<file path="src/rtl/csa_pkg.sv">
`timescale 1ns / 1ps

package csa_pkg;

  // Image store geometry.
  localparam int IMAGE_DEPTH = 65536;
  localparam int ADDR_W = $clog2(IMAGE_DEPTH);
  localparam int COUNT_W = ADDR_W + 1;

  // Data word: Q24.16 fixed point.
  localparam int WORD_W = 40;

  // Configuration port.
  localparam int CFG_INDEX_W = 3;
  localparam int CFG_DATA_W = 13;

  // Widths of the address arithmetic stages.
  localparam int ROW_W = 18;
  localparam int POS_W = 32;
  localparam int CHN_W = 44;
  localparam int ADR_W = 54;

  // Counter widths.
  localparam int FILT_CNT_W = 4;
  localparam int CHAN_CNT_W = 10;
  localparam int BATCH_CNT_W = 8;
  localparam int OUT_CNT_W = 12;
  localparam int WRAP_W = 13;

  typedef logic signed [WORD_W-1:0] word_t;

  // Item kinds.
  typedef enum logic [1:0] {
    KIND_LOAD  = 2'd0,
    KIND_ACCUM = 2'd1,
    KIND_READ  = 2'd2,
    KIND_NONE  = 2'd3
  } kind_t;

  // Configuration register indexes.
  typedef enum logic [CFG_INDEX_W-1:0] {
    REG_BATCH_SIZE    = 3'd0,
    REG_CHANNELS      = 3'd1,
    REG_PADDED_HEIGHT = 3'd2,
    REG_OUT_ROWS      = 3'd3,
    REG_OUT_COLS      = 3'd4,
    REG_FILTER_ROWS   = 3'd5,
    REG_FILTER_COLS   = 3'd6,
    REG_STEP          = 3'd7
  } reg_index_t;

  // Commands from the controller to the datapath.
  typedef struct packed {
    logic load;
    logic take_value;
    logic calc_row;
    logic calc_pos;
    logic calc_chn;
    logic calc_adr;
    logic acc_read;
    logic acc_write;
    logic rd_issue;
    logic out_load;
  } csa_cmd_t;

  // Status from the datapath to the controller.
  typedef struct packed {
    logic read_avail;
    logic out_free;
  } csa_status_t;

endpackage

</file>
<file path="src/rtl/csa_ctrl.sv">
`timescale 1ns / 1ps

module csa_ctrl import csa_pkg::*; (
  input  logic        clk,
  input  logic        rst,
  input  logic        in_valid,
  output logic        in_ready,
  input  logic [1:0]  kind,
  input  csa_status_t status,
  output csa_cmd_t    cmd
);

  typedef enum logic [7:0] {
    ST_IDLE   = 8'b0000_0001,
    ST_ROW    = 8'b0000_0010,
    ST_POS    = 8'b0000_0100,
    ST_CHN    = 8'b0000_1000,
    ST_ADR    = 8'b0001_0000,
    ST_ACC_RD = 8'b0010_0000,
    ST_ACC_WR = 8'b0100_0000,
    ST_RD_OUT = 8'b1000_0000
  } state_t;

  state_t state;
  state_t state_next;
  logic   accept;

  // New words are taken only between operations.
  assign in_ready = (state == ST_IDLE);
  assign accept = in_valid && in_ready;

  // State register.
  always_ff @(posedge clk) begin
    if (rst) begin
      state <= ST_IDLE;
    end else begin
      state <= state_next;
    end
  end

  // Next state and command decode.
  always_comb begin
    state_next = state;
    cmd = '0;
    unique case (state)
      ST_IDLE: begin
        if (accept) begin
          unique case (kind_t'(kind))
            KIND_LOAD: begin
              cmd.load = 1'b1;
            end
            KIND_ACCUM: begin
              cmd.take_value = 1'b1;
              state_next = ST_ROW;
            end
            KIND_READ: begin
              if (status.read_avail) begin
                cmd.rd_issue = 1'b1;
                state_next = ST_RD_OUT;
              end
            end
            KIND_NONE: begin
              state_next = ST_IDLE;
            end
          endcase
        end
      end
      ST_ROW: begin
        cmd.calc_row = 1'b1;
        state_next = ST_POS;
      end
      ST_POS: begin
        cmd.calc_pos = 1'b1;
        state_next = ST_CHN;
      end
      ST_CHN: begin
        cmd.calc_chn = 1'b1;
        state_next = ST_ADR;
      end
      ST_ADR: begin
        cmd.calc_adr = 1'b1;
        state_next = ST_ACC_RD;
      end
      ST_ACC_RD: begin
        cmd.acc_read = 1'b1;
        state_next = ST_ACC_WR;
      end
      ST_ACC_WR: begin
        cmd.acc_write = 1'b1;
        state_next = ST_IDLE;
      end
      ST_RD_OUT: begin
        // Hold the fetched word until the output register can take it.
        if (status.out_free) begin
          cmd.out_load = 1'b1;
          state_next = ST_IDLE;
        end
      end
      default: begin
        state_next = ST_IDLE;
      end
    endcase
  end

endmodule

</file>
<file path="config.mk">
export PLATFORM = sky130hd
export DESIGN_NAME = csa_ctrl
export DESIGN_NICKNAME = d
export VERILOG_FILES = /design/src/rtl/csa_pkg.sv /design/src/rtl/csa_ctrl.sv
export SDC_FILE = /design/constraint.sdc
export NUM_CORES = 1
export LEC_CHECK = 0
export BUFFER_PORTS_ARGS = -buffer_cell sky130_fd_sc_hd__buf_4
export CORE_AREA = 2 2 39 41
export DETAILED_ROUTE_END_ITERATION = 8
export DIE_AREA = 0 0 41 43
export PLACE_DENSITY = 0.75
export SETUP_SLACK_MARGIN = 0.5
export SYNTH_ARGS = -nofsm -noshare
export SYNTH_HDL_FRONTEND = slang
export SYNTH_SLANG_ARGS = --single-unit
</file>
<file path="constraint.sdc">
create_clock -name clk -period 3.05 [get_ports clk]
set_input_delay 0.305 -clock clk [delete_from_list [all_inputs] [get_ports clk]]
set_output_delay 0.305 -clock clk [all_outputs]
set_load 0.01 [all_outputs]
</file>
==> reports/results.txt, run 1 <==
Largest registers = state (8)
Post-CTS resize count = 0
Setup crit end kind = output pin
Top reg by flops = state
Final setup skew = 0.00421 ns
Hold crit path type = primary input to flop
Power Internal = 0.192 mW
Sequential power share = 41.9%
Hold_buf cts = 0
Count of input and output buffers = 17
Seq/Total Area, Yosys = 27.1%
Die Y = 43 µm
First-pass GRT wire length = 2.16 mm
Synth Net Count = 83
CP top delay family = simple AND/OR/NAND/NOR gates
Top cells by area, synth = dfxtp_1, ha_1, inv_1
Wirelength, routed = 1.33 mm
Mapped Cells = 71
Fmax = 473 MHz
Clock Tree Buf Depth = 2
Largest net degree at the start of global routing = 10
Vias in the first global route = 531
Initial core utilization = 42.7%
CTS clk-pin slew, worst paths = 0.06 ns
Initial antenna violation count = 0
Met1 Resource Use GR = 21.6%
Sw frac = 31.5%
Antenna diodes = 0
Netlist cell types = 33
Worst setup path category = flop to output pin
Total gr overflow = 0
Total negative slack = 0 ns
Max cap viols = 0
H-tree depth = 1
RSZ-0062 raised after global routing = no
Pre-CTS WS = 1.21 ns
YS warnings = 0
Ratio of final minimum period to clock period = 69.4%
CTS Buf Count = 3
Crit-path max FO = 7
Final ANT Viol Nets = 0
#FFs+latches synth = 8
Post-synthesis area per instance = 8.32 µm²
WP data required = 2.74 ns
DRT iter0 DRCs = 5
Die Width = 41 µm
Clk root buf = clkbuf_4
GPL Wtd Cong = 0.768
Crit-path max cell delay = 0.46 ns
Outcome = finished, final reports clean
Switch Pwr = 0.0881 mW
Crit path arrival time = 1.81 ns
Clk Latency, worst-skew pair = 0.25 ns
Fillers = 137
Setup-failing EPs final = 0
DR pass1 iterations = 4
Peak supply drop = 264 µV
Wire length per cell = 12.9 µm
Clk sink count = 8
Final worst setup slack = 0.934 ns
Hold Fails Final Rpt = 0
Ys flop type = dfxtp_1
Die ar. = 0.00176 mm²
Worst Path Buf+Inv = 1
HPWL Detailed = 1.01 mm
Post-Syn Area = 591 µm²
Yosys top cell by area = dfxtp_1
M2 GR Usage = 28.7%
Proportion of power drawn by the clock network = 28.8%
Number of top-level pins = 18
Crit-path cells = or3_1, or4_4, nor3b_1, buf_4
Max_slew headroom = 61.6%
Min cycle time layout = 2.12 ns
Comb pwr share = 29.3%
Leakage = 0.376 nW
Post-synth EDFFs = 0
Worst Hold Depth = 2
Met3 Usage GRT = 7.85%
R2r worst-path depth = 4
Worst setup SP type = flop
Share of flip-flops with an asynchronous set or reset = 0%
CTS tree = built
Fraction of layout instances using a drive strength above 1 = 28.7%
Global router's overall resource usage = 18.1%
Drt via density = 5.57
Max FFs per register = 8
Core Box Area = 0.00138 mm²
Max Slew Vio Count = 0
Postcts setup bufs = 0
Busiest grt layer = met2
Total vias in the final route = 574
Highest-delay cell along the critical path = or4_4
Pwr dens = 378 mW/mm²
NumNets Final = 101
Rows = 14
Area Overhead vs Synth = 25.2%
DRC Markers = 0
Critical Path Stages = 4
Least-Margin Pin Slew = 0.573 ns
Post-synth top area share = 27.1%
==> power groups by stage <==
stage / clock [mW] / sequential [mW] / combinational [mW]
global route: 0.0908 / 0.118 / 0.0921
floorplan: 0 / 0.114 / 0.0593
finish: 0.0806 / 0.117 / 0.0819
CTS: 0.0843 / 0.117 / 0.0818
global placement: 0 / 0.119 / 0.0796
detailed placement: 0 / 0.119 / 0.0804
==> final timing paths <==
path                                from  endpoint  slack, ns
worst min register to register  state[2]  state[3]       0.56
worst max register to register  state[2]  state[1]       1.34
worst min-delay path                 rst  state[7]       0.22
worst max-delay path            state[1]    cmd[4]       0.93
==> cell usage after synthesis, types with 2 or more instances <==
master	n
nor3b_1	2
buf_2	2
and3_1	3
nor2_1	7
o21ai_0	2
dfxtp_1	8
nand4b_1	2
o2111ai_1	2
inv_1	7
o211a_1	2
ha_1	5
xor2_1	2
nand3_1	3
nand4_1	2
nor3_1	4
==> logic make-up after synthesis <==
| logic type | count (synthesis) | share of synthesized area, % |
|---|---|---|
| flip-flops | 8 | 27.1 |
| buffers and inverters | 11 | 8.05 |
| XOR/XNOR | 2 | 2.97 |
| AND/OR/NAND/NOR | 36 | 40.0 |
| adder cells (fa/ha/maj) | 5 | 10.6 |
| AO/OA/AOI/OAI | 9 | 11.2 |
==> layout make-up <==
type                    count  area [µm²]  area share, %
inverters                   7        26.3           3.55
repair buffers             17         128           17.3
multi-input cells          52         383           51.8
flip-flops and latches      8         160           21.7
well taps                  16        20.0           2.71
clock buffers               3        22.5           3.05
==> per-layer routing <==
layer  routed length, µm  up-vias
met5                   0        -
met4                   0        0
met1                 534      266
met2                 710       19
met3                  83        0
li1                    -      289
==> metrics by stage <==
| stage | util, % | cells | power [mW] | cell area (µm²) | hold WS (ns) |
|---|---|---|---|---|---|
| 6_report | 53.4 | 103 | 0.280 | 739 | 0.225 |
| 5_1_grt | 53.4 | 103 | 0.301 | 739 | 0.221 |
| 3_3_place_gp | 51.8 | 100 | 0.198 | 717 | 0.491 |
| 3_5_place_dp | 51.8 | 100 | 0.200 | 717 | 0.492 |
| 4_1_cts | 53.4 | 103 | 0.283 | 739 | 0.221 |
| 2_1_floorplan | - | 71 | 0.173 | 591 | 0.374 |
==> worst reg2reg max path, delay by kind of cell, from the launching register on <==
| family | cells | cell delay (ns) |
|---|---|---|
| AND/OR/NAND/NOR | 3 | 0.67 |
| AO/OA/AOI/OAI | 1 | 0.55 |
| flip-flops | 1 | 0.36 |
==> placed cells by master (no fill, tap or decap), types with 2 or more instances in the layout <==
master / synthesis / layout
nand4b_1: 2 / 2
nor3_1: 4 / 4
dfxtp_1: 8 / 8
o2111ai_1: 2 / 2
xor2_1: 2 / 2
nor2_1: 7 / 7
inv_1: 7 / 7
o211a_1: 2 / 2
buf_4: 1 / 17
nor3b_1: 2 / 2
o21ai_0: 2 / 2
ha_1: 5 / 5
clkbuf_4: 0 / 3
nand3_1: 3 / 3
nand4_1: 2 / 2
and3_1: 3 / 3
No activity file was read; power rests on OpenSTA's default activity.
==> run 2: changes to the inputs <==
ABC_AREA = 1   (was unset)
clock period = 2.01 ns   (was 3.05 ns; I/O delays follow)
==> run 2 against run 1 <==
Effect of this change: die area stayed put; worst hold slack worse by 0.051 ns; wire length is 2.0% lower; clock skew is 0.0052 ns higher; synthesized area is 1.1% higher; non-clock buffer count is 4 higher; register-to-register slack worse by 0.74 ns; combinational power grew to 6.4 times the previous value; utilization is 5.2 points higher; sequential power is 85% higher; worst setup slack worse by 0.38 ns; critical endpoint is now cmd[8]; largest power group is now combinational logic; highest routed layer unchanged.
==> reports/results.txt, run 2 <==
Outcome = finished, final reports clean
Hold Fails Final Rpt = 0
Crit. Startpoint = state[0]
Drt via density = 4.76
DRT iter0 DRCs = 15
Mapped Cells = 86
Crit path arrival time = 1.25 ns
CP top delay family = simple AND/OR/NAND/NOR gates
Setup crit end kind = output pin
Total negative slack = 0 ns
Post-synth top area share = 26.8%
Final ANT Viol Nets = 0
Top cells by area, synth = dfxtp_1, nor2_1, ha_1
Most frequent cells in the layout = buf_4, nor2_1, inv_1
Hold crit path type = primary input to flop
Post-Syn Area = 597 µm²
Pwr dens = 1060 mW/mm²
Final setup skew = 0.00941 ns
Ratio of final minimum period to clock period = 72.2%
#FFs+latches synth = 8
H-tree depth = 1
Core Util, Final = 58.7%
Seq/Total Area, Yosys = 26.8%
Worst Path Buf+Inv = 2
Antenna diodes = 0
Fraction of layout instances using a drive strength above 1 = 40.7%
Vias in the first global route = 496
Initial antenna violation count = 0
Pre-CTS WS = 0.675 ns
Max cap viols = 0
Post-synth EDFFs = 0
Peak supply drop = 651 µV
Die Width = 41 µm
Die ar. = 0.00176 mm²
Worst setup path category = flop to output pin
R2r worst-path depth = 11
CTS Buf Count = 3
Yosys top cell by area = dfxtp_1
RR Startpoint = state[0]
Number of top-level pins = 18
Ys flop type = dfxtp_1
Met1 Resource Use GR = 14.8%
Min cycle time layout = 1.45 ns
Most common cell after layout, fill and taps aside = buf_4
Post-synthesis area per instance = 6.94 µm²
YS warnings = 0
Worst setup SP type = flop
Count of input and output buffers = 17
Total gr overflow = 0
Crit-path max cell delay = 0.34 ns
Largest registers = state (8)
NumNets Final = 122
Critical Path Stages = 7
CTS tree = built
Crit-path max FO = 3
HPWL Detailed = 947 µm
Power after layout = 0.862 mW
Clk sink count = 8
Synth top cells by count = nor2_1, inv_1, nand2_1
Clock Tree Buf Depth = 2
Netlist cell types = 22
DR pass1 iterations = 4
Max FFs per register = 8
CTS clk-pin slew, worst paths = 0.06 ns
Placed cell area = 733 µm²
Wirelength, routed = 1.30 mm
Share of flip-flops with an asynchronous set or reset = 0%
Max_slew headroom = 85.1%
Total vias in the final route = 590
Die Y = 43 µm
Clk root buf = clkbuf_4
GPL Wtd Cong = 0.754
WP data required = 1.81 ns
Largest net degree at the start of global routing = 9
DP Cell Count = 117
Synth Net Count = 98
Core Box Area = 0.00138 mm²
Crit-path cells = inv_2, nor2_2, nand2_2, nor2_8, nand2_2, nor2_2, buf_4
RSZ-0062 raised after global routing = yes
Clk Latency, worst-skew pair = 0.26 ns
Setup-failing EPs final = 0
Final Non-Filler Cells = 124
Worst setup endpoint = cmd[8]
Wire length per cell = 10.5 µm
Global router's overall resource usage = 14.7%
Initial core utilization = 43.1%
Busiest grt layer = met2
R2r setup slk = 0.60 ns
Rows = 14
Fmax = 689 MHz
First-pass GRT wire length = 1.78 mm
DRC Markers = 0
Met3 Usage GRT = 6.28%
WHS = 0.174 ns
Final worst setup slack = 0.559 ns
Max Slew Vio Count = 0
Highest-delay cell along the critical path = dfxtp_2
Fillers = 118
Cell area after layout = 812 µm²
Least-Margin Pin Slew = 0.222 ns
Area Overhead vs Synth = 36.1%
Count leader, synth = nor2_1
M2 GR Usage = 25.6%
Leakage = 0.411 nW
R2R Path End = state[0]
Top reg by flops = state
## run 2: cell count changes after synthesis, moves of 3 or more
cell / change
nor2_1: +11
nand2_2: +3
nand2_1: +10
and3_1: -3
inv_1: +6
## run 2: worst min-delay path by stage
| stage | end | startpoint | cells after the start | slack, ns |
|---|---|---|---|---|
| final | state[4] | rst | 2 | 0.17 |
| after global routing | state[6] | rst | 2 | 0.18 |
| after CTS | state[4] | rst | 2 | 0.17 |
| after detailed placement | state[4] | rst | 2 | 0.45 |
| after global placement | state[4] | rst | 2 | 0.44 |
| after floorplan | state[0] | state[0] | 2 | 0.48 |
## run 2: metal layers
metal	vias up	part of all wire, %
li1	310	-
met1	263	41
met2	17	53
met3	0	6.3
met4	0	0
met5	-	0
## run 2: timing repair
action	4_1_cts	5_1_grt
gates resized for setup	1	8
endpoints found under the setup margin	3	8
pin swaps	1	5
buffers inserted	2	2
hold buffers	0	0
## run 2: cell families (layout without fill, tap and decap cells)
group           Yosys count  count (layout)  share of synthesized area, %
buf+inv                  17              39                          11.3
fa+ha+maj                 5               5                          10.5
simple gates             54              54                          49.7
compound gates            2               2                          1.68
flops                     8               8                          26.8
## run 2: where the power goes
group	total (mW)	leakage (nW)	switching (mW)	internal, mW
clock	0.123	0.0138	0.0551	0.0684
combinational	0.522	0.332	0.291	0.230
sequential	0.217	0.0651	0.0295	0.188
total	0.862	0.411	0.376	0.486
## run 2: final cells by class
class / count / area (µm²) / share of cell area [%]
flip-flops and latches: 8 / 163 / 20.0
inverters: 15 / 56.3 / 6.93
well taps: 16 / 20.0 / 2.47
clock buffers: 3 / 22.5 / 2.77
repair buffers: 21 / 158 / 19.4
multi-input cells: 61 / 393 / 48.4
## run 2: worst reg2reg max path, delay by kind of cell (launching register included)
family                 cells  cell delay, ns
buffers and inverters      4            0.36
flip-flops                 1            0.34
AND/OR/NAND/NOR            7            0.59
